<file path="config.mk">
export PLATFORM = sky130hd
export DESIGN_NAME = multi_channel_pwm_fader_flat
export DESIGN_NICKNAME = d
export VERILOG_FILES = /design/src/sv/mcpf_pkg.sv /design/src/sv/mcpf_if.sv /design/src/sv/mcpf_ctrl.sv /design/src/sv/mcpf_datapath.sv /design/src/sv/multi_channel_pwm_fader.sv /design/src/flat_wrapper.sv
export VERILOG_INCLUDE_DIRS = /design/src /design/src/sv
export SDC_FILE = /design/constraint.sdc
export NUM_CORES = 1
export LEC_CHECK = 0
export ABC_AREA = 1
export BUFFER_PORTS_ARGS = -buffer_cell sky130_fd_sc_hd__buf_2
export CORE_ASPECT_RATIO = 0.6
export CORE_MARGIN = 5
export CORE_UTILIZATION = 50
export CTS_BUF_LIST = sky130_fd_sc_hd__clkbuf_16
export CTS_CLUSTER_DIAMETER = 80
export DETAILED_ROUTE_END_ITERATION = 6
export GPL_ROUTABILITY_DRIVEN = 0
export MAX_ROUTING_LAYER = met4
export PLACE_DENSITY_LB_ADDON = 0.3
export SYNTH_ARGS = -nofsm -noshare
export SYNTH_HDL_FRONTEND = slang
export SYNTH_HIERARCHICAL = 1
export SYNTH_SLANG_ARGS = --single-unit
</file>
<file path="constraint.sdc">
create_clock -name clock -period 6.88 [get_ports clock]
set_input_delay 1.032 -clock clock [delete_from_list [all_inputs] [get_ports clock]]
set_output_delay 1.032 -clock clock [all_outputs]
set_load 0.05 [all_outputs]
</file>
<file path="src/sv/multi_channel_pwm_fader_macros.svh">
// Assertion macros shared by the fader RTL.
`ifndef MULTI_CHANNEL_PWM_FADER_MACROS_SVH
`define MULTI_CHANNEL_PWM_FADER_MACROS_SVH

`ifndef SYNTH

// Same-cycle implication check.
`define MCPF_ASSERT_IMP(lbl, clk, rst, ante, cons) \
   lbl: assert property (@(posedge clk) disable iff (rst) (ante) |-> (cons)) \
      else $error("mcpf check failed");

// Next-cycle implication check.
`define MCPF_ASSERT_NXT(lbl, clk, rst, ante, cons) \
   lbl: assert property (@(posedge clk) disable iff (rst) (ante) |=> (cons)) \
      else $error("mcpf check failed");

`else

`define MCPF_ASSERT_IMP(lbl, clk, rst, ante, cons)
`define MCPF_ASSERT_NXT(lbl, clk, rst, ante, cons)

`endif

`endif

</file>
<file path="src/sv/mcpf_pkg.sv">
// Shared types and constants of the PWM fader.
package mcpf_pkg;

   // fixed channel count: one named field per channel
   localparam int CHANNELS = 5;
   localparam int CH_W     = (CHANNELS > 1) ? $clog2(CHANNELS) : 1;

   // one tick is 16 ms
   localparam int TICK_SHIFT = 4;

   localparam int DEF_DUTY_BITS     = 8;
   localparam int DEF_DURATION_BITS = 16;

   // action codes
   localparam logic ACT_SET  = 1'b0;
   localparam logic ACT_TICK = 1'b1;

   typedef enum logic [2:0] {
      ST_IDLE,
      ST_MUL,
      ST_DIV,
      ST_WRITE,
      ST_OUT
   } state_type;

   // what an accepted beat does
   typedef enum logic [1:0] {
      KIND_NONE,
      KIND_STEP,
      KIND_FINAL
   } kind_type;

   typedef struct packed {
      logic            accept;
      logic            load_mul;
      logic            div_step;
      logic            write_ch;
      logic            load_out;
      logic [CH_W-1:0] ch;
   } cmd_type;

   typedef struct packed {
      kind_type kind;
      logic     out_free;
   } stat_type;

endpackage

</file>
<file path="src/sv/mcpf_if.sv">
// Valid/ready channel interfaces for the fader request and response.
interface mcpf_req_if import mcpf_pkg::*; #(
   parameter int DUTY_BITS     = DEF_DUTY_BITS,
   parameter int DURATION_BITS = DEF_DURATION_BITS
);
   logic                     valid;
   logic                     ready;
   logic                     action;
   logic [DUTY_BITS-1:0]     target_a;
   logic [DUTY_BITS-1:0]     target_b;
   logic [DUTY_BITS-1:0]     target_c;
   logic [DUTY_BITS-1:0]     target_d;
   logic [DUTY_BITS-1:0]     target_e;
   logic [DURATION_BITS-1:0] duration_ms;

   modport source (
      output valid, action, target_a, target_b, target_c, target_d, target_e, duration_ms,
      input  ready
   );
   modport sink (
      input  valid, action, target_a, target_b, target_c, target_d, target_e, duration_ms,
      output ready
   );
endinterface

interface mcpf_rsp_if import mcpf_pkg::*; #(
   parameter int DUTY_BITS = DEF_DUTY_BITS
);
   logic                 valid;
   logic                 ready;
   logic [DUTY_BITS-1:0] duty_a;
   logic [DUTY_BITS-1:0] duty_b;
   logic [DUTY_BITS-1:0] duty_c;
   logic [DUTY_BITS-1:0] duty_d;
   logic [DUTY_BITS-1:0] duty_e;
   logic                 fade_done;

   modport source (
      output valid, duty_a, duty_b, duty_c, duty_d, duty_e, fade_done,
      input  ready
   );
   modport sink (
      input  valid, duty_a, duty_b, duty_c, duty_d, duty_e, fade_done,
      output ready
   );
endinterface

</file>
<file path="src/sv/mcpf_ctrl.sv">
// Sequencer of the fader: walks channels through multiply, divide and write.
`include "multi_channel_pwm_fader_macros.svh"

module mcpf_ctrl import mcpf_pkg::*; #(
   parameter int DUTY_BITS = DEF_DUTY_BITS
) (
   input  logic     clock,
   input  logic     reset,
   input  logic     req_valid,
   output logic     req_ready,
   input  stat_type stat,
   output cmd_type  cmd
);

   localparam int              BIT_W    = (DUTY_BITS > 1) ? $clog2(DUTY_BITS) : 1;
   localparam logic [BIT_W-1:0] BIT_LAST = BIT_W'(DUTY_BITS - 1);
   localparam logic [CH_W-1:0]  CH_LAST  = CH_W'(CHANNELS - 1);

   state_type        state_ff, state_in;
   logic [CH_W-1:0]  ch_ff, ch_in;
   logic [BIT_W-1:0] bit_ff, bit_in;
   logic             accept;

   assign req_ready = (state_ff == ST_IDLE);
   assign accept    = req_valid && req_ready;

   // next state
   always_comb begin
      state_in = state_ff;
      unique case (state_ff)
         ST_IDLE: begin
            if (accept) begin
               unique case (stat.kind)
                  KIND_STEP:  state_in = ST_MUL;
                  KIND_FINAL: state_in = ST_OUT;
                  default:    state_in = ST_IDLE;
               endcase
            end
         end
         ST_MUL:   state_in = ST_DIV;
         ST_DIV: begin
            if (bit_ff == BIT_LAST) state_in = ST_WRITE;
         end
         ST_WRITE: state_in = (ch_ff == CH_LAST) ? ST_OUT : ST_MUL;
         ST_OUT: begin
            if (stat.out_free) state_in = ST_IDLE;
         end
         default:  state_in = ST_IDLE;
      endcase
   end

   // channel and quotient-bit counters
   always_comb begin
      ch_in  = ch_ff;
      bit_in = bit_ff;
      unique case (state_ff)
         ST_IDLE:  ch_in  = '0;
         ST_MUL:   bit_in = '0;
         ST_DIV:   bit_in = bit_ff + 1'b1;
         ST_WRITE: ch_in  = ch_ff + 1'b1;
         default:  ;
      endcase
   end

   // commands to the datapath
   always_comb begin
      cmd          = '0;
      cmd.accept   = accept;
      cmd.load_mul = (state_ff == ST_MUL);
      cmd.div_step = (state_ff == ST_DIV);
      cmd.write_ch = (state_ff == ST_WRITE);
      cmd.load_out = (state_ff == ST_OUT) && stat.out_free;
      cmd.ch       = ch_ff;
   end

   always_ff @(posedge clock) begin
      if (reset) begin
         state_ff <= ST_IDLE;
         ch_ff    <= '0;
         bit_ff   <= '0;
      end else begin
         state_ff <= state_in;
         ch_ff    <= ch_in;
         bit_ff   <= bit_in;
      end
   end

   `MCPF_ASSERT_NXT(a_div_ends, clock, reset, state_ff == ST_DIV && bit_ff == BIT_LAST, state_ff == ST_WRITE)
   `MCPF_ASSERT_NXT(a_final_to_out, clock, reset, accept && stat.kind == KIND_FINAL, state_ff == ST_OUT)
   `MCPF_ASSERT_NXT(a_last_ch_out, clock, reset, state_ff == ST_WRITE && ch_ff == CH_LAST, state_ff == ST_OUT)

endmodule

</file>
<file path="src/sv/mcpf_datapath.sv">
// Fader datapath: fade state, shared multiplier and restoring divider, output register.
`include "multi_channel_pwm_fader_macros.svh"

module mcpf_datapath import mcpf_pkg::*; #(
   parameter int DUTY_BITS     = DEF_DUTY_BITS,
   parameter int DURATION_BITS = DEF_DURATION_BITS
) (
   input  logic                                clock,
   input  logic                                reset,
   input  cmd_type                             cmd,
   output stat_type                            stat,
   input  logic                                req_action,
   input  logic [CHANNELS-1:0][DUTY_BITS-1:0]  req_target,
   input  logic [DURATION_BITS-1:0]            req_duration,
   input  logic                                rsp_ready,
   output logic                                rsp_valid,
   output logic [CHANNELS-1:0][DUTY_BITS-1:0]  rsp_duty,
   output logic                                rsp_done
);

   localparam int STEP_W = DURATION_BITS - TICK_SHIFT;
   localparam int PROD_W = DUTY_BITS + DURATION_BITS;

   typedef logic [CHANNELS-1:0][DUTY_BITS-1:0] duty_vec_type;

   // fade state
   duty_vec_type             cur_ff, cur_in;
   duty_vec_type             start_ff, start_in;
   duty_vec_type             target_ff, target_in;
   logic [DURATION_BITS-1:0] dur_ff, dur_in;
   logic [STEP_W-1:0]        step_idx_ff, step_idx_in;
   logic [STEP_W-1:0]        step_tot_ff, step_tot_in;
   logic                     fading_ff, fading_in;
   logic                     done_pend_ff, done_pend_in;

   // divider
   logic [DURATION_BITS-1:0] rem_ff, rem_in;
   logic [DUTY_BITS-1:0]     lo_ff, lo_in;
   logic                     neg_ff, neg_in;

   // output register
   duty_vec_type             out_duty_ff, out_duty_in;
   logic                     out_done_ff, out_done_in;
   logic                     out_valid_ff, out_valid_in;

   kind_type                 kind;
   logic [STEP_W-1:0]        in_tot;
   logic [DUTY_BITS-1:0]     sel_start, sel_tgt, mag;
   logic                     sel_neg;
   logic [PROD_W-1:0]        prod;
   logic [DURATION_BITS:0]   shifted, diff;
   logic                     ge;
   logic [DUTY_BITS:0]       lo_shift;
   logic [DUTY_BITS-1:0]     step_res;

   assign in_tot = req_duration[DURATION_BITS-1:TICK_SHIFT];

   // classify the beat on the request port
   always_comb begin
      if (req_action == ACT_SET) begin
         kind = (in_tot == '0) ? KIND_FINAL : KIND_STEP;
      end else if (!fading_ff) begin
         kind = KIND_NONE;
      end else if (step_idx_ff < step_tot_ff) begin
         kind = KIND_STEP;
      end else begin
         kind = KIND_FINAL;
      end
   end

   assign stat.kind     = kind;
   assign stat.out_free = !out_valid_ff || rsp_ready;

   // |target - start| * 16 * i for the selected channel
   assign sel_start = start_ff[cmd.ch];
   assign sel_tgt   = target_ff[cmd.ch];
   assign sel_neg   = sel_tgt < sel_start;
   assign mag       = sel_neg ? (sel_start - sel_tgt) : (sel_tgt - sel_start);
   assign prod      = PROD_W'(mag) * PROD_W'({step_idx_ff, {TICK_SHIFT{1'b0}}});

   // one restoring divide step; quotient fits DUTY_BITS since 16*i <= duration
   assign shifted  = {rem_ff, lo_ff[DUTY_BITS-1]};
   assign diff     = shifted - {1'b0, dur_ff};
   assign ge       = shifted >= {1'b0, dur_ff};
   assign lo_shift = {lo_ff, ge};

   // step value: quotient applied toward the target
   assign step_res = neg_ff ? (sel_start - lo_ff) : (sel_start + lo_ff);

   // fade state update
   always_comb begin
      cur_in       = cur_ff;
      start_in     = start_ff;
      target_in    = target_ff;
      dur_in       = dur_ff;
      step_idx_in  = step_idx_ff;
      step_tot_in  = step_tot_ff;
      fading_in    = fading_ff;
      done_pend_in = done_pend_ff;
      if (cmd.accept) begin
         done_pend_in = (kind == KIND_FINAL);
         if (req_action == ACT_SET) begin
            start_in    = cur_ff;
            target_in   = req_target;
            dur_in      = req_duration;
            step_tot_in = in_tot;
            if (in_tot == '0) begin
               step_idx_in = '0;
               cur_in      = req_target;
               fading_in   = 1'b0;
            end else begin
               step_idx_in = STEP_W'(1);
               fading_in   = 1'b1;
            end
         end else if (kind == KIND_STEP) begin
            step_idx_in = step_idx_ff + 1'b1;
         end else if (kind == KIND_FINAL) begin
            cur_in    = target_ff;
            fading_in = 1'b0;
         end
      end
      if (cmd.write_ch) begin
         cur_in[cmd.ch] = step_res;
      end
   end

   // divider registers
   always_comb begin
      rem_in = rem_ff;
      lo_in  = lo_ff;
      neg_in = neg_ff;
      if (cmd.load_mul) begin
         rem_in = prod[PROD_W-1:DUTY_BITS];
         lo_in  = prod[DUTY_BITS-1:0];
         neg_in = sel_neg;
      end else if (cmd.div_step) begin
         rem_in = ge ? diff[DURATION_BITS-1:0] : shifted[DURATION_BITS-1:0];
         lo_in  = lo_shift[DUTY_BITS-1:0];
      end
   end

   // response beat register
   always_comb begin
      out_duty_in  = out_duty_ff;
      out_done_in  = out_done_ff;
      out_valid_in = out_valid_ff;
      if (cmd.load_out) begin
         out_duty_in  = cur_ff;
         out_done_in  = done_pend_ff;
         out_valid_in = 1'b1;
      end else if (rsp_ready) begin
         out_valid_in = 1'b0;
      end
   end

   always_ff @(posedge clock) begin
      if (reset) begin
         cur_ff       <= '0;
         step_idx_ff  <= '0;
         step_tot_ff  <= '0;
         fading_ff    <= 1'b0;
         out_valid_ff <= 1'b0;
      end else begin
         cur_ff       <= cur_in;
         step_idx_ff  <= step_idx_in;
         step_tot_ff  <= step_tot_in;
         fading_ff    <= fading_in;
         out_valid_ff <= out_valid_in;
      end
   end

   always_ff @(posedge clock) begin
      start_ff     <= start_in;
      target_ff    <= target_in;
      dur_ff       <= dur_in;
      done_pend_ff <= done_pend_in;
      rem_ff       <= rem_in;
      lo_ff        <= lo_in;
      neg_ff       <= neg_in;
      out_duty_ff  <= out_duty_in;
      out_done_ff  <= out_done_in;
   end

   assign rsp_valid = out_valid_ff;
   assign rsp_duty  = out_duty_ff;
   assign rsp_done  = out_done_ff;

   `MCPF_ASSERT_IMP(a_no_overwrite, clock, reset, cmd.load_out, !out_valid_ff || rsp_ready)
   `MCPF_ASSERT_NXT(a_final_stops, clock, reset, cmd.accept && kind == KIND_FINAL, !fading_ff)
   `MCPF_ASSERT_NXT(a_step_runs, clock, reset, cmd.accept && kind == KIND_STEP, fading_ff && step_idx_ff != '0)

endmodule

</file>
<file path="src/sv/multi_channel_pwm_fader.sv">
// Five-channel linear PWM duty fader, top level.
//
// Request channel (req_if): one beat is either a set command (targets for
// five duty channels plus a fade time in ms) or a 16 ms tick. Response
// channel (rsp_if): five duties to drive and fade_done on the last write.
// A set with a fade under 16 ms answers with the targets and fade_done.
// Longer fades answer with step 1 at once, then one step per tick, and the
// tick after the last step answers with the exact targets. Idle ticks give
// no response beat. A set during a fade restarts from the duties driven.
// Path: a step beat passes through one shared multiplier and a
// one-bit-per-cycle restoring divider visited per channel, then the
// response register; a final or immediate beat goes from acceptance to
// the output state and then into the response register.
// The request side is busy while a step or final beat is in the sequencer, not for an idle tick.
// Requests are taken one at a time; the next is accepted once the current
// beat sits in the response register, even if the receiver stalls it.
// A stalled response holds the sequencer in its output state until taken.
// Reset (synchronous, active high) zeroes the duties and stops any fade.
module multi_channel_pwm_fader import mcpf_pkg::*; #(
   parameter int DUTY_BITS     = DEF_DUTY_BITS,
   parameter int DURATION_BITS = DEF_DURATION_BITS
) (
   input logic         clock,
   input logic         reset,
   mcpf_req_if.sink    req_if,
   mcpf_rsp_if.source  rsp_if
);

   cmd_type                            cmd;
   stat_type                           stat;
   logic [CHANNELS-1:0][DUTY_BITS-1:0] req_target;
   logic [CHANNELS-1:0][DUTY_BITS-1:0] rsp_duty;

   // channel a is index 0
   assign req_target = {req_if.target_e, req_if.target_d, req_if.target_c,
                        req_if.target_b, req_if.target_a};

   mcpf_ctrl #(
      .DUTY_BITS (DUTY_BITS)
   ) u_ctrl (
      .clock     (clock),
      .reset     (reset),
      .req_valid (req_if.valid),
      .req_ready (req_if.ready),
      .stat      (stat),
      .cmd       (cmd)
   );

   mcpf_datapath #(
      .DUTY_BITS     (DUTY_BITS),
      .DURATION_BITS (DURATION_BITS)
   ) u_datapath (
      .clock        (clock),
      .reset        (reset),
      .cmd          (cmd),
      .stat         (stat),
      .req_action   (req_if.action),
      .req_target   (req_target),
      .req_duration (req_if.duration_ms),
      .rsp_ready    (rsp_if.ready),
      .rsp_valid    (rsp_if.valid),
      .rsp_duty     (rsp_duty),
      .rsp_done     (rsp_if.fade_done)
   );

   assign rsp_if.duty_a = rsp_duty[0];
   assign rsp_if.duty_b = rsp_duty[1];
   assign rsp_if.duty_c = rsp_duty[2];
   assign rsp_if.duty_d = rsp_duty[3];
   assign rsp_if.duty_e = rsp_duty[4];

endmodule

</file>
<file path="src/flat_wrapper.sv">
// flat-port wrapper written by rule: the top's interface ports become plain ports
module multi_channel_pwm_fader_flat import mcpf_pkg::*;
#(
   parameter int DUTY_BITS     = DEF_DUTY_BITS,
   parameter int DURATION_BITS = DEF_DURATION_BITS
)
  (clock, reset, req_if_valid, req_if_action, req_if_target_a, req_if_target_b, req_if_target_c, req_if_target_d, req_if_target_e, req_if_duration_ms, req_if_ready, rsp_if_valid, rsp_if_duty_a, rsp_if_duty_b, rsp_if_duty_c, rsp_if_duty_d, rsp_if_duty_e, rsp_if_fade_done, rsp_if_ready);
  mcpf_req_if #(.DUTY_BITS(DUTY_BITS), .DURATION_BITS(DURATION_BITS)) req_if_i ();
  mcpf_rsp_if #(.DUTY_BITS(DUTY_BITS)) rsp_if_i ();
  input logic clock;
  input logic reset;
  input wire logic [$bits(req_if_i.valid)-1:0] req_if_valid;
  input wire logic [$bits(req_if_i.action)-1:0] req_if_action;
  input wire logic [$bits(req_if_i.target_a)-1:0] req_if_target_a;
  input wire logic [$bits(req_if_i.target_b)-1:0] req_if_target_b;
  input wire logic [$bits(req_if_i.target_c)-1:0] req_if_target_c;
  input wire logic [$bits(req_if_i.target_d)-1:0] req_if_target_d;
  input wire logic [$bits(req_if_i.target_e)-1:0] req_if_target_e;
  input wire logic [$bits(req_if_i.duration_ms)-1:0] req_if_duration_ms;
  output wire logic [$bits(req_if_i.ready)-1:0] req_if_ready;
  output wire logic [$bits(rsp_if_i.valid)-1:0] rsp_if_valid;
  output wire logic [$bits(rsp_if_i.duty_a)-1:0] rsp_if_duty_a;
  output wire logic [$bits(rsp_if_i.duty_b)-1:0] rsp_if_duty_b;
  output wire logic [$bits(rsp_if_i.duty_c)-1:0] rsp_if_duty_c;
  output wire logic [$bits(rsp_if_i.duty_d)-1:0] rsp_if_duty_d;
  output wire logic [$bits(rsp_if_i.duty_e)-1:0] rsp_if_duty_e;
  output wire logic [$bits(rsp_if_i.fade_done)-1:0] rsp_if_fade_done;
  input wire logic [$bits(rsp_if_i.ready)-1:0] rsp_if_ready;
  assign req_if_i.valid = req_if_valid;
  assign req_if_i.action = req_if_action;
  assign req_if_i.target_a = req_if_target_a;
  assign req_if_i.target_b = req_if_target_b;
  assign req_if_i.target_c = req_if_target_c;
  assign req_if_i.target_d = req_if_target_d;
  assign req_if_i.target_e = req_if_target_e;
  assign req_if_i.duration_ms = req_if_duration_ms;
  assign req_if_ready = req_if_i.ready;
  assign rsp_if_valid = rsp_if_i.valid;
  assign rsp_if_duty_a = rsp_if_i.duty_a;
  assign rsp_if_duty_b = rsp_if_i.duty_b;
  assign rsp_if_duty_c = rsp_if_i.duty_c;
  assign rsp_if_duty_d = rsp_if_i.duty_d;
  assign rsp_if_duty_e = rsp_if_i.duty_e;
  assign rsp_if_fade_done = rsp_if_i.fade_done;
  assign rsp_if_i.ready = rsp_if_ready;
  multi_channel_pwm_fader #(.DUTY_BITS(DUTY_BITS), .DURATION_BITS(DURATION_BITS)) u_core (.clock(clock), .reset(reset), .req_if(req_if_i), .rsp_if(rsp_if_i));
endmodule
</file>
# Word level (Yosys, flattened, before mapping)
# Index checks and enable logic that the tools add are counted.
dict set report word_totals {
  ff_bits 238
  latch_bits 0
  mem_bits_rw 0
  romBits 0
  in_bits 61
  output_inout_bits 43
  wordCells 118
  memories 0
}
dict set report classes {
  addsub 8
  mul 1
  div_mod_pow 0
  order_cmp 5
  eq_ne 14
  n_shift 0
  n_mux 41
  bitwise_logic 1
  n_reduce_logical 14
}
# op n
set ops {}
lappend ops {{40-bit two-way mux} 6}
lappend ops {{8-bit two-way mux} 7}
lappend ops {{8-bit binary-select mux with 3-bit select} 2}
lappend ops {{16-bit two-way mux} 3}
lappend ops {{40-bit bitwise mux} 1}
lappend ops {{8-bit demux with 3-bit select} 1}
lappend ops {{12-bit two-way mux} 2}
lappend ops {{8-bit subtractor} 3}
lappend ops {{8-bit by 12-bit multiplier with 20-bit output} 1}
lappend ops {{3-bit case mux with 2 select lines} 3}
lappend ops {{17-bit by 16-bit >= comparator with 1-bit output} 1}
lappend ops {{16-bit subtractor} 1}
lappend ops {{3-bit case mux with 5 select lines} 1}
lappend ops {{12-bit by 1-bit adder with 12-bit output (second input constant)} 1}
lappend ops {{12-bit zero test} 1}
lappend ops {{12-bit less-than comparator} 1}
lappend ops {{3-bit two-way mux} 4}
lappend ops {{3-bit equality test (second input constant)} 3}
lappend ops {{8-bit adder} 1}
lappend ops {{8-bit less-than comparator} 1}
lappend ops {{2-bit two-way mux} 4}
lappend ops {{1-bit two-way mux} 7}
lappend ops {{3-bit by 1-bit adder with 3-bit output (second input constant)} 2}
lappend ops {{3-bit by 2-bit equality test with 1-bit output (second input constant)} 2}
lappend ops {{15 further kinds} 25}

# Longest topological paths before layout
# Gate-level depths: netlist of the first run.
dict set report logic_depth {
  ltp_word 11
  ltp_mapped 40
}

# By module
# The synthesis of the first run kept the hierarchy.
# module instances cells_per_inst area_each_um2
set by_module_without_submodules {}
lappend by_module_without_submodules {mcpf_datapath 1 1911 15761.4}
lappend by_module_without_submodules {mcpf_ctrl 1 80 519.2}

# Worst setup path after synthesis of the first run
# Ideal clock, no wire load.
dict set report synth_path {
  kind {flip-flop to flip-flop}
  startpoint {register u_core.u_ctrl.ch_ff[0]}
  endpoint {register u_core.u_datapath.rem_ff[9] (data pin)}
  setup_ns 0.253
  t_arrival_ns 6.212
  required_time_ns 6.627
  setup_slack_ns 0.415
  stages_incl_launch_ff 34
  path_buffers 2
  period_less_slack_ns 6.465
  path_cell_list {dfxtp_1 inv_1 buf_2 clkbuf_1 o21ai_0 o21ai_0 nor3_1 inv_1 fa_1 nand2_1 inv_1 o21ai_0 nand2_1 a21oi_1 o21ai_0 xor2_1 nand2_1 nand2_2 nor2_1 fa_1 fa_1 fa_1 inv_1 fa_1 inv_1 ha_1 a21oi_1 a21boi_0 nand2_1 nand2_1 nand2_1 xor2_1 nand2_1 nand2_1}
}
dict set report synth_between {
  elab_chain_len 6
  elab_cells_between_ends 10
  cone_classes {add/sub: 2; mul: 1; order compare: 1; mux: 6}
}
# item line
set synth_lines {}
lappend synth_lines {{start: declaration} mcpf_ctrl.sv:20} ;# logic [CH_W-1:0] ch_ff, ch_in;
lappend synth_lines {{start signal: assignment} mcpf_ctrl.sv:83} ;# ch_ff <= ch_in;
lappend synth_lines {{8-bit binary-select mux with 3-bit select, on equally long branches} {mcpf_datapath.sv:76, mcpf_datapath.sv:75}}
lappend synth_lines {{8-bit two-way mux, on equally long branches} {mcpf_datapath.sv:76, mcpf_datapath.sv:75}}
lappend synth_lines {{8-bit subtractor / 8-bit less-than comparator (equally long branches)} {mcpf_datapath.sv:78, mcpf_datapath.sv:77}}
lappend synth_lines {{8-bit two-way mux *} mcpf_datapath.sv:78} ;# assign mag = sel_neg ? (sel_start - sel_tgt) : (sel_tgt - sel_start);
lappend synth_lines {{8-bit by 12-bit multiplier with 20-bit output *} mcpf_datapath.sv:79} ;# assign prod = PROD_W'(mag) * PROD_W'({step_idx_ff, {TICK_SHIFT{1'b0}}});
lappend synth_lines {{16-bit two-way mux *} mcpf_datapath.sv:132} ;# if (cmd.load_mul) begin
lappend synth_lines {{named net u_core.u_datapath.rem_in[9]} mcpf_datapath.sv:37} ;# logic [DURATION_BITS-1:0] rem_ff, rem_in;
lappend synth_lines {{end signal: assignment} mcpf_datapath.sv:177} ;# rem_ff <= rem_in;
lappend synth_lines {{end: declaration} mcpf_datapath.sv:37}
# The timed path passes the listed nets; every way through them passes the cells marked *. The select of a mux whose other input is x is not followed.
# A chain may end at the register's enable or synchronous reset.

# Worst setup path after layout of the first run
dict set report layout_path {
  startpoint {register u_core.u_ctrl.ch_ff[0]}
  endpoint {register u_core.u_datapath.rem_ff[6] (data pin)}
}
# Same word-level chain as after synthesis.

==> summary.txt, run 1 <==
Pwr
  – Cell internal pwr: 3.176 mW
  – Leakage power total: 8.482 nW
  – IR Drop Worst-Case VDD: 0.0001706 V
  – Switching share of total power: 0.4260
  – Total power: 5.532 mW
  – Comb pwr share: 0.418
  – Switching component of the power: 2.356 mW
  – Flop pwr share: 0.338
  – Power Density: 299.4 mW/mm^2
  – Relative contribution of the clock network to total power: 0.244

Route
  – Routed length per placed instance: 19.69 microns
  – Antenna violation net count after detailed routing: 0
  – Routed vias/inst: 5.759
  – DRC violation count after routing: 0
  – Number of iterations in the first detailed-routing pass: 6
  – Routed WL: 50.28 mm
  – Starting DRC count in detailed routing: 2046
  – Total number of vias: 14704

Logic synthesis
  – Leading cell types by total area after synthesis: sky130_fd_sc_hd__edfxtp_1 (29%), sky130_fd_sc_hd__dfxtp_1 (9.7%), sky130_fd_sc_hd__inv_1 (8.1%)
  – Count of mapped cells out of synthesis: 1991
  – Sequential-to-total area share from yosys stat: 0.3904
  – Cell type with the largest total area after synthesis: sky130_fd_sc_hd__edfxtp_1
  – Share of async-settable or async-resettable flops after synthesis: 0
  – Average instance area after synthesis: 8.177 sq um
  – Post-synth top area share: 0.2933
  – Number of distinct standard cells referenced by the synthesized netlist: 52
  – Cell Area, Synth: 0.01628 sq mm
  – Number of enable-type register cells in the synthesized netlist: 159
  – Seq cells post-synth: 238
  – Yosys Warn Count: 6
  – Primary flip-flop cell chosen by synthesis mapping: sky130_fd_sc_hd__edfxtp_1
  – Post-synthesis net count: 2211

Setup path
  – Reg-to-reg endpoint: u_core/u_datapath/rem_ff[6]$_DFFE_PP_
  – Worst Path Class, Setup: flip-flop to flip-flop
  – Worst reg2reg path startpoint: u_core/u_ctrl/ch_ff[0]$_SDFFE_PP0P_
  – Largest fanout of any net on the critical path: 10
  – Buffers plus inverters on the worst setup path: 11
  – Slowest cell on crit path: sky130_fd_sc_hd__fa_1
  – Register-to-register path setup slack: 100 ps
  – Cell class contributing the biggest share of worst-path delay: adder cells
  – Category of the worst setup path capture point: flip-flop
  – Launching element type of the critical path: flip-flop
  – Crit path required time: 7180 ps
  – Worst endpoint data arrival time: 7070 ps
  – Number of cells on the worst reg-to-reg path: 34
  – Slowest Stage Delay on Critical Path: 560 ps

Finish
  – Antenna fix cells: 0
  – Ratio of cells with drive above 1 in the final layout: 0.1480
  – NumNets Final: 2329
  – Area growth syn-to-layout: 13.49%

Clock network
  – TritonCTS clock tree: done
  – Num CTS Buffers: 26
  – Clk sink count: 238
  – # H-tree levels: 1
  – Clk buf depth: 3
  – Clock input transition at the sequential cells of the worst setup and hold paths: 70 ps
  – Clock latency at the later pin of the worst-skew pair: 560 ps
  – CTS root buffer: sky130_fd_sc_hd__clkbuf_16
  – Hold-fix buffer count after cts: 0

Floorplan
  – Area of the die: 0.03639 sq mm
  – Count of boundary I/O pins: 104
  – Y dimension of the die: 149.8 microns
  – Effective utilization at floorplan: 0.5042
  – Row count: 51
  – Width of the die: 243.0 microns
  – Placeable core region: 0.03229 sq mm

STA
  – # setup viols final: 0
  – Worst clock skew: 26.25 ps
  – Worst setup slack after layout: 103.1 ps
  – Transition time of the tightest slew-check pin: 1271 ps
  – Worst hold slack: 452.0 ps
  – Hold violation count in the final report: 0
  – Min Clock Period, post-route: 6777 ps
  – Final TNS setup: 0 ps
  – Unrepaired setup endpoints after global routing: yes
  – Count of pins over their slew limit: 0
  – Headroom to the max-slew limit: 0.1524
  – Final critical-path share of the clock period: 0.9850
  – Fmax achieved: 147.6 MHz

Global route
  – Overall fraction of global-route tracks in use: 0.2753
  – Antenna violations before repair: 0
  – Total congestion overflow: 0
  – Maximum number of pins on one net before global-route repair: 83
  – Number of global-route vias before repair: 13510
  – Wire length of the first global-routing pass: 76.73 mm

Run
  – Number of max-cap violations: 0

Min path
  – End point of the most critical hold path: u_core/u_datapath/rsp_done$_DFFE_PP_
  – Min-Delay Path Class: flip-flop to flip-flop
  – Cell depth of the worst hold path: 0
  – Hold path startpoint: u_core/u_datapath/done_pend_ff$_DFFE_PP_

Placed design
  – Worst slack, placed: -223.7 ps
  – Port buffer count: 103
  – Post-detailed-placement half-perimeter wirelength: 36.57 mm

Outcome
  – Outcome: finished clean
[layer usage]
metal / track usage / routed length, microns
met1: 0.4163 / 22380
met2: 0.3595 / 19360
met4: 0.04620 / 788
met5: - / 0
met3: 0.09282 / 7750
[per-stage QoR]
step | cells | utilization | instance area [sq um]
CTS | 2530 | 0.5574 | 18000
detailed placement | 2481 | 0.5317 | 17170
floorplan | 1991 | - | 16280
global placement | 2481 | 0.5317 | 17170
finish | 2553 | 0.5722 | 18480
global route | 2553 | 0.5722 | 18480
[layout by cell type (no fill, tap or decap), drive strengths merged, types with 8 or more instances in the layout]
cell type	netlist	routed
buf	32	155
xnor2	10	10
clkinv	6	14
clkbuf	33	26
inv	367	377
edfxtp	159	159
ha	95	95
o21ai	215	215
nand4	9	9
xor2	32	32
nor2	172	172
nand2	316	316
fa	64	64
a21oi	170	170
nor3	12	12
dfxtp	79	79
a21o	8	8
nand3	165	165
[sequential cells by signal (all words and copies together), names as in the netlist, 8 cells and up]
signal / count
u_core/u_datapath/rsp_duty: 40
u_core/u_datapath/step_tot_ff: 12
u_core/u_datapath/dur_ff: 16
u_core/u_datapath/target_ff: 40
u_core/u_datapath/cur_ff: 40
u_core/u_datapath/lo_ff: 8
u_core/u_datapath/step_idx_ff: 12
u_core/u_datapath/start_ff: 40
u_core/u_datapath/rem_ff: 16
[how the worst max path moves through the flow]
stage,start,to,slack [ps],cells after the start
2_1_floorplan,u_core/u_ctrl/ch_ff[0]$_SDFFE_PP0P_,u_core/u_datapath/rem_ff[9]$_DFFE_PP_,420,33
3_3_place_gp,u_core/u_ctrl/ch_ff[1]$_SDFFE_PP0P_,u_core/u_datapath/rem_ff[8]$_DFFE_PP_,80,36
3_5_place_dp,u_core/u_ctrl/ch_ff[1]$_SDFFE_PP0P_,u_core/u_datapath/rem_ff[8]$_DFFE_PP_,-220,36
4_1_cts,u_core/u_ctrl/ch_ff[1]$_SDFFE_PP0P_,u_core/u_datapath/rem_ff[12]$_DFFE_PP_,40,38
5_1_grt,u_core/u_ctrl/ch_ff[0]$_SDFFE_PP0P_,u_core/u_datapath/rem_ff[6]$_DFFE_PP_,-210,33
6_report,u_core/u_ctrl/ch_ff[0]$_SDFFE_PP0P_,u_core/u_datapath/rem_ff[6]$_DFFE_PP_,100,34
[area by class of cell]
type	count	area, sq um
repair buffers	155	913.4
multi-input cells	1315	8462
well taps	424	530.5
fillers	2861	13810
inverters	373	1408
clock buffers	26	650.6
clock inverters	22	151.4
flip-flops and latches	238	6361
[cell families after synthesis]
logic type      after synthesis  synth area share
compound gates              427            0.1404
xor+xnor                     42           0.02259
fa+ha+maj                   159            0.1517
buf+inv                     438            0.1097
flops                       238            0.3904
mux                           1         0.0006148
simple gates                686            0.1846
[timing repair]
action                     4_1_cts  5_1_grt
buffers inserted                 1       23
setup endpoints to repair       10       13
gates resized for setup         11       82
pin swaps                        1       31
[synth_stat cells (3+ instances only)]
cell	n
sky130_fd_sc_hd__inv_1	353
sky130_fd_sc_hd__nand2_1	304
sky130_fd_sc_hd__o21ai_0	182
sky130_fd_sc_hd__a21oi_1	165
sky130_fd_sc_hd__nand3_1	162
sky130_fd_sc_hd__nor2_1	160
sky130_fd_sc_hd__edfxtp_1	159
sky130_fd_sc_hd__ha_1	95
sky130_fd_sc_hd__dfxtp_1	79
sky130_fd_sc_hd__fa_1	64
sky130_fd_sc_hd__xor2_1	32
sky130_fd_sc_hd__clkbuf_1	29
sky130_fd_sc_hd__o21ai_1	29
sky130_fd_sc_hd__buf_2	16
sky130_fd_sc_hd__inv_2	14
sky130_fd_sc_hd__buf_6	10
sky130_fd_sc_hd__nand2_2	10
sky130_fd_sc_hd__nor3_1	10
sky130_fd_sc_hd__xnor2_1	10
sky130_fd_sc_hd__nand4_1	9
sky130_fd_sc_hd__a21o_1	8
sky130_fd_sc_hd__a22o_1	7
sky130_fd_sc_hd__nand3b_1	7
sky130_fd_sc_hd__o22ai_1	7
sky130_fd_sc_hd__clkinv_1	6
sky130_fd_sc_hd__nor2_2	6
sky130_fd_sc_hd__a21oi_2	5
sky130_fd_sc_hd__nor2_4	5
sky130_fd_sc_hd__a31oi_1	4
sky130_fd_sc_hd__buf_4	4
sky130_fd_sc_hd__o21a_1	4
sky130_fd_sc_hd__o21ai_2	4
sky130_fd_sc_hd__o21bai_1	4
sky130_fd_sc_hd__clkbuf_8	3
sky130_fd_sc_hd__or2_2	3
[power groups by stage]
| stage | clock network [mW] | registers, mW | logic, mW |
|---|---|---|---|
| global placement | 0 | 1.89 | 2.02 |
| detailed placement | 0 | 1.89 | 2.06 |
| floorplan | 0 | 1.97 | 1.32 |
| finish | 1.35 | 1.87 | 2.31 |
| CTS | 1.37 | 1.86 | 2.09 |
| global route | 1.44 | 1.88 | 2.50 |
No activity file was read; power rests on OpenSTA's default activity.
==> inputs of run 2 (changes only) <==
==> constraint.sdc (replaced) <==
create_clock -name clock -period 6.88 [get_ports clock]
set_input_delay 0 -clock clock [delete_from_list [all_inputs] [get_ports clock]]
set_output_delay 0 -clock clock [all_outputs]
set_load 0.05 [all_outputs]
==> run 2 against run 1 <==
Combinational power up 2%. Hold slack worse by 290 ps. Critical endpoint unchanged. Highest routed layer unchanged. Core utilization up 1.7 points.
==> summary.txt, run 2 (synthesis gave the netlist of run 1 again) <==
Setup path
  – Slowest Stage Delay on Critical Path: 560 ps (about the same)
  – Crit path required time: 7300 ps (+120 ps)
  – Worst Path Class, Setup: flip-flop to flip-flop
  – Register-to-register path setup slack: 230 ps (+120 ps)
  – Slowest cell on crit path: sky130_fd_sc_hd__fa_1
  – Cell mode on critical path: sky130_fd_sc_hd__inv_1
  – Largest fanout of any net on the critical path: 10 (unchanged)
  – Launching element type of the critical path: flip-flop
  – Category of the worst setup path capture point: flip-flop
  – Worst endpoint data arrival time: 7070 ps (about the same)

Floorplan
  – Placeable core region: 0.03229 sq mm (unchanged)
  – Width of the die: 243.0 microns (unchanged)
  – Row count: 51 (unchanged)
  – Y dimension of the die: 149.8 microns (unchanged)
  – Area of the die: 0.03639 sq mm (unchanged)
  – Effective utilization at floorplan: 0.5042 (unchanged)
  – Count of boundary I/O pins: 104 (unchanged)

Finish
  – Non-Filler Instances: 2608 (+2.2%)
  – Final Util: 0.5892 (+0.01697)
  – Area growth syn-to-layout: 16.85%
  – Most common cell after layout, fill and taps aside: sky130_fd_sc_hd__inv_1
  – Ratio of cells with drive above 1 in the final layout: 0.1393 (-0.008699)
  – NumNets Final: 2384 (+2.4%)
  – Commonest cells after routing, fill and taps aside: sky130_fd_sc_hd__inv_1 (353), sky130_fd_sc_hd__nand2_1 (296), sky130_fd_sc_hd__o21ai_0 (167)

Route
  – Antenna violation net count after detailed routing: 0 (unchanged)
  – Number of iterations in the first detailed-routing pass: 6 (unchanged)
  – DRC violation count after routing: 0 (unchanged)
  – Starting DRC count in detailed routing: 1931 (-5.6%)
  – Total number of vias: 14967 (+1.8%)
  – Routed length per placed instance: 19.40 microns (-1.5%)
  – Routed WL: 50.60 mm (+0.64%)
  – Routed vias/inst: 5.739 (-0.36%)

STA
  – Fmax achieved: 150.3 MHz (+1.9%)
  – Final critical-path share of the clock period: 0.9670 (-0.01807)
  – Worst clock skew: 30.38 ps (+4.121 ps)
  – Worst hold slack: 158.3 ps (-293.7 ps)
  – Min Clock Period, post-route: 6653 ps (-124.3 ps)
  – # setup viols final: 0 (unchanged)
  – Hold violation count in the final report: 0 (unchanged)
  – Transition time of the tightest slew-check pin: 1238 ps (-33.29 ps)
  – Headroom to the max-slew limit: 0.1746 (+0.02219)
  – Count of pins over their slew limit: 0 (unchanged)

Clock network
  – Clock input transition at the sequential cells of the worst setup and hold paths: 70 ps (about the same)
  – # H-tree levels: 1 (unchanged)
  – CTS root buffer: sky130_fd_sc_hd__clkbuf_16
  – Num CTS Buffers: 25 (-3.8%)
  – TritonCTS clock tree: done
  – Clock latency at the later pin of the worst-skew pair: 550 ps (about the same)
  – Clk buf depth: 3 (unchanged)
  – Clk sink count: 238 (unchanged)

Pwr
  – Switching share of total power: 0.4228 (-0.003149)
  – Power Density: 292.9 mW/mm^2 (-2.2%)
  – Comb pwr share: 0.421 (+0.003)
  – IR Drop Worst-Case VDD: 0.0001840 V (+7.9%)
  – Cell internal pwr: 3.217 mW (+1.3%)
  – Switching component of the power: 2.356 mW (about the same)
  – Leakage power total: 8.706 nW (+2.6%)
  – Total power: 5.573 mW (+0.74%)
  – Relative contribution of the clock network to total power: 0.243 (about the same)
  – Flop pwr share: 0.335 (-0.003)

Global route
  – Global route hottest layer: met1
  – Overall fraction of global-route tracks in use: 0.2793 (+0.003919)
  – GR Util met3: 0.09032 (-0.002499)
  – Global-route met1 utilization: 0.4229 (+0.006638)
  – Maximum number of pins on one net before global-route repair: 83 (unchanged)
  – Met2 usage in global routing: 0.3660 (+0.006450)
  – Wire length of the first global-routing pass: 78.13 mm (+1.8%)
  – Antenna violations before repair: 1 (+1)
  – Number of global-route vias before repair: 13735 (+1.7%)
  – Total congestion overflow: 0 (unchanged)

Min path
  – Min-Delay Path Class: primary input to flip-flop

Placed design
  – Post-detailed-placement half-perimeter wirelength: 36.78 mm (+0.58%)
  – Port buffer count: 103 (unchanged)
  – Instance count after placement with tap cells included: 2480 (-0.040%)

Outcome
  – Outcome: finished clean

Run
  – Number of max-cap violations: 0 (unchanged)
[run 2: cell count changes in the layout (fill, tap and decap cells not counted), sizes merged]
cell         previous run  this run
nor2                  172       173
diode                   0         1
clkinvlp                3         2
buf                   155       150
inv                   377       373
bufinv                  1         2
clkinv                 14        17
dlygate4sd3             0        60
clkbuf                 26        25
[run 2: metal layers]
layer | wire, microns | vias up
li1 | - | 6855
met1 | 22370 | 7100
met2 | 19660 | 919
met3 | 7764 | 93
met4 | 808 | 0
met5 | 0 | -
[run 2: worst paths after layout]
| check | start | end | cells past startpoint |
|---|---|---|---|
| max | u_core/u_ctrl/ch_ff[0]$_SDFFE_PP0P_ | u_core/u_datapath/rem_ff[6]$_DFFE_PP_ | 34 |
| min | req_if_duration_ms[0] | u_core/u_datapath/dur_ff[0]$_DFFE_PP_ | 2 |
| max reg2reg | u_core/u_ctrl/ch_ff[0]$_SDFFE_PP0P_ | u_core/u_datapath/rem_ff[6]$_DFFE_PP_ | 34 |
| min reg2reg | u_core/u_datapath/done_pend_ff$_DFFE_PP_ | u_core/u_datapath/rsp_done$_DFFE_PP_ | 0 |
[run 2: metrics by stage]
| stage | instance area [sq um] | setup WS (ps) | TNS [ps] |
|---|---|---|---|
| floorplan | 16280 | 415.0 | 0 |
| global placement | 17160 | 74.35 | 0 |
| detailed placement | 17160 | -191.3 | -1224 |
| CTS | 18570 | 8.135 | 0 |
| global route | 19020 | -62.05 | -330.6 |
| finish | 19020 | 227.4 | 0 |
[run 2: what timing repair did]
item	in CTS	in global routing
buffers inserted	1	19
setup endpoints to repair	11	13
pin swaps	1	31
hold buffers	60	0
cloned	0	1
hold endpoints to repair	125	0
gates resized for setup	9	82
[run 2: power by group through the flow]
stage	clock network, mW	logic (mW)	registers (mW)
2_1_floorplan	0	1.32	1.97
3_3_place_gp	0	2.01	1.89
3_5_place_dp	0	2.06	1.89
4_1_cts	1.36	2.11	1.86
5_1_grt	1.43	2.53	1.88
6_report	1.36	2.35	1.87
[run 2: area by class of cell]
cell class | count | area [sq um]
inverter | 373 | 1408
sequential | 238 | 6365
clock inverter | 21 | 161.4
clock buffer | 25 | 625.6
multi-input combinational | 1316 | 8427
timing repair buffer | 210 | 1505
tap | 424 | 530.5
antenna | 1 | 2.502
fill | 2816 | 13260
[run 2: worst max-delay path, delay by kind of cell (launching register included)]
kind | cells | cell delay, ps
buffers and inverters | 11 | 1080
flip-flops | 1 | 350
AO/OA/AOI/OAI | 8 | 1080
adder cells (fa/ha/maj) | 7 | 3030
AND/OR/NAND/NOR | 8 | 960
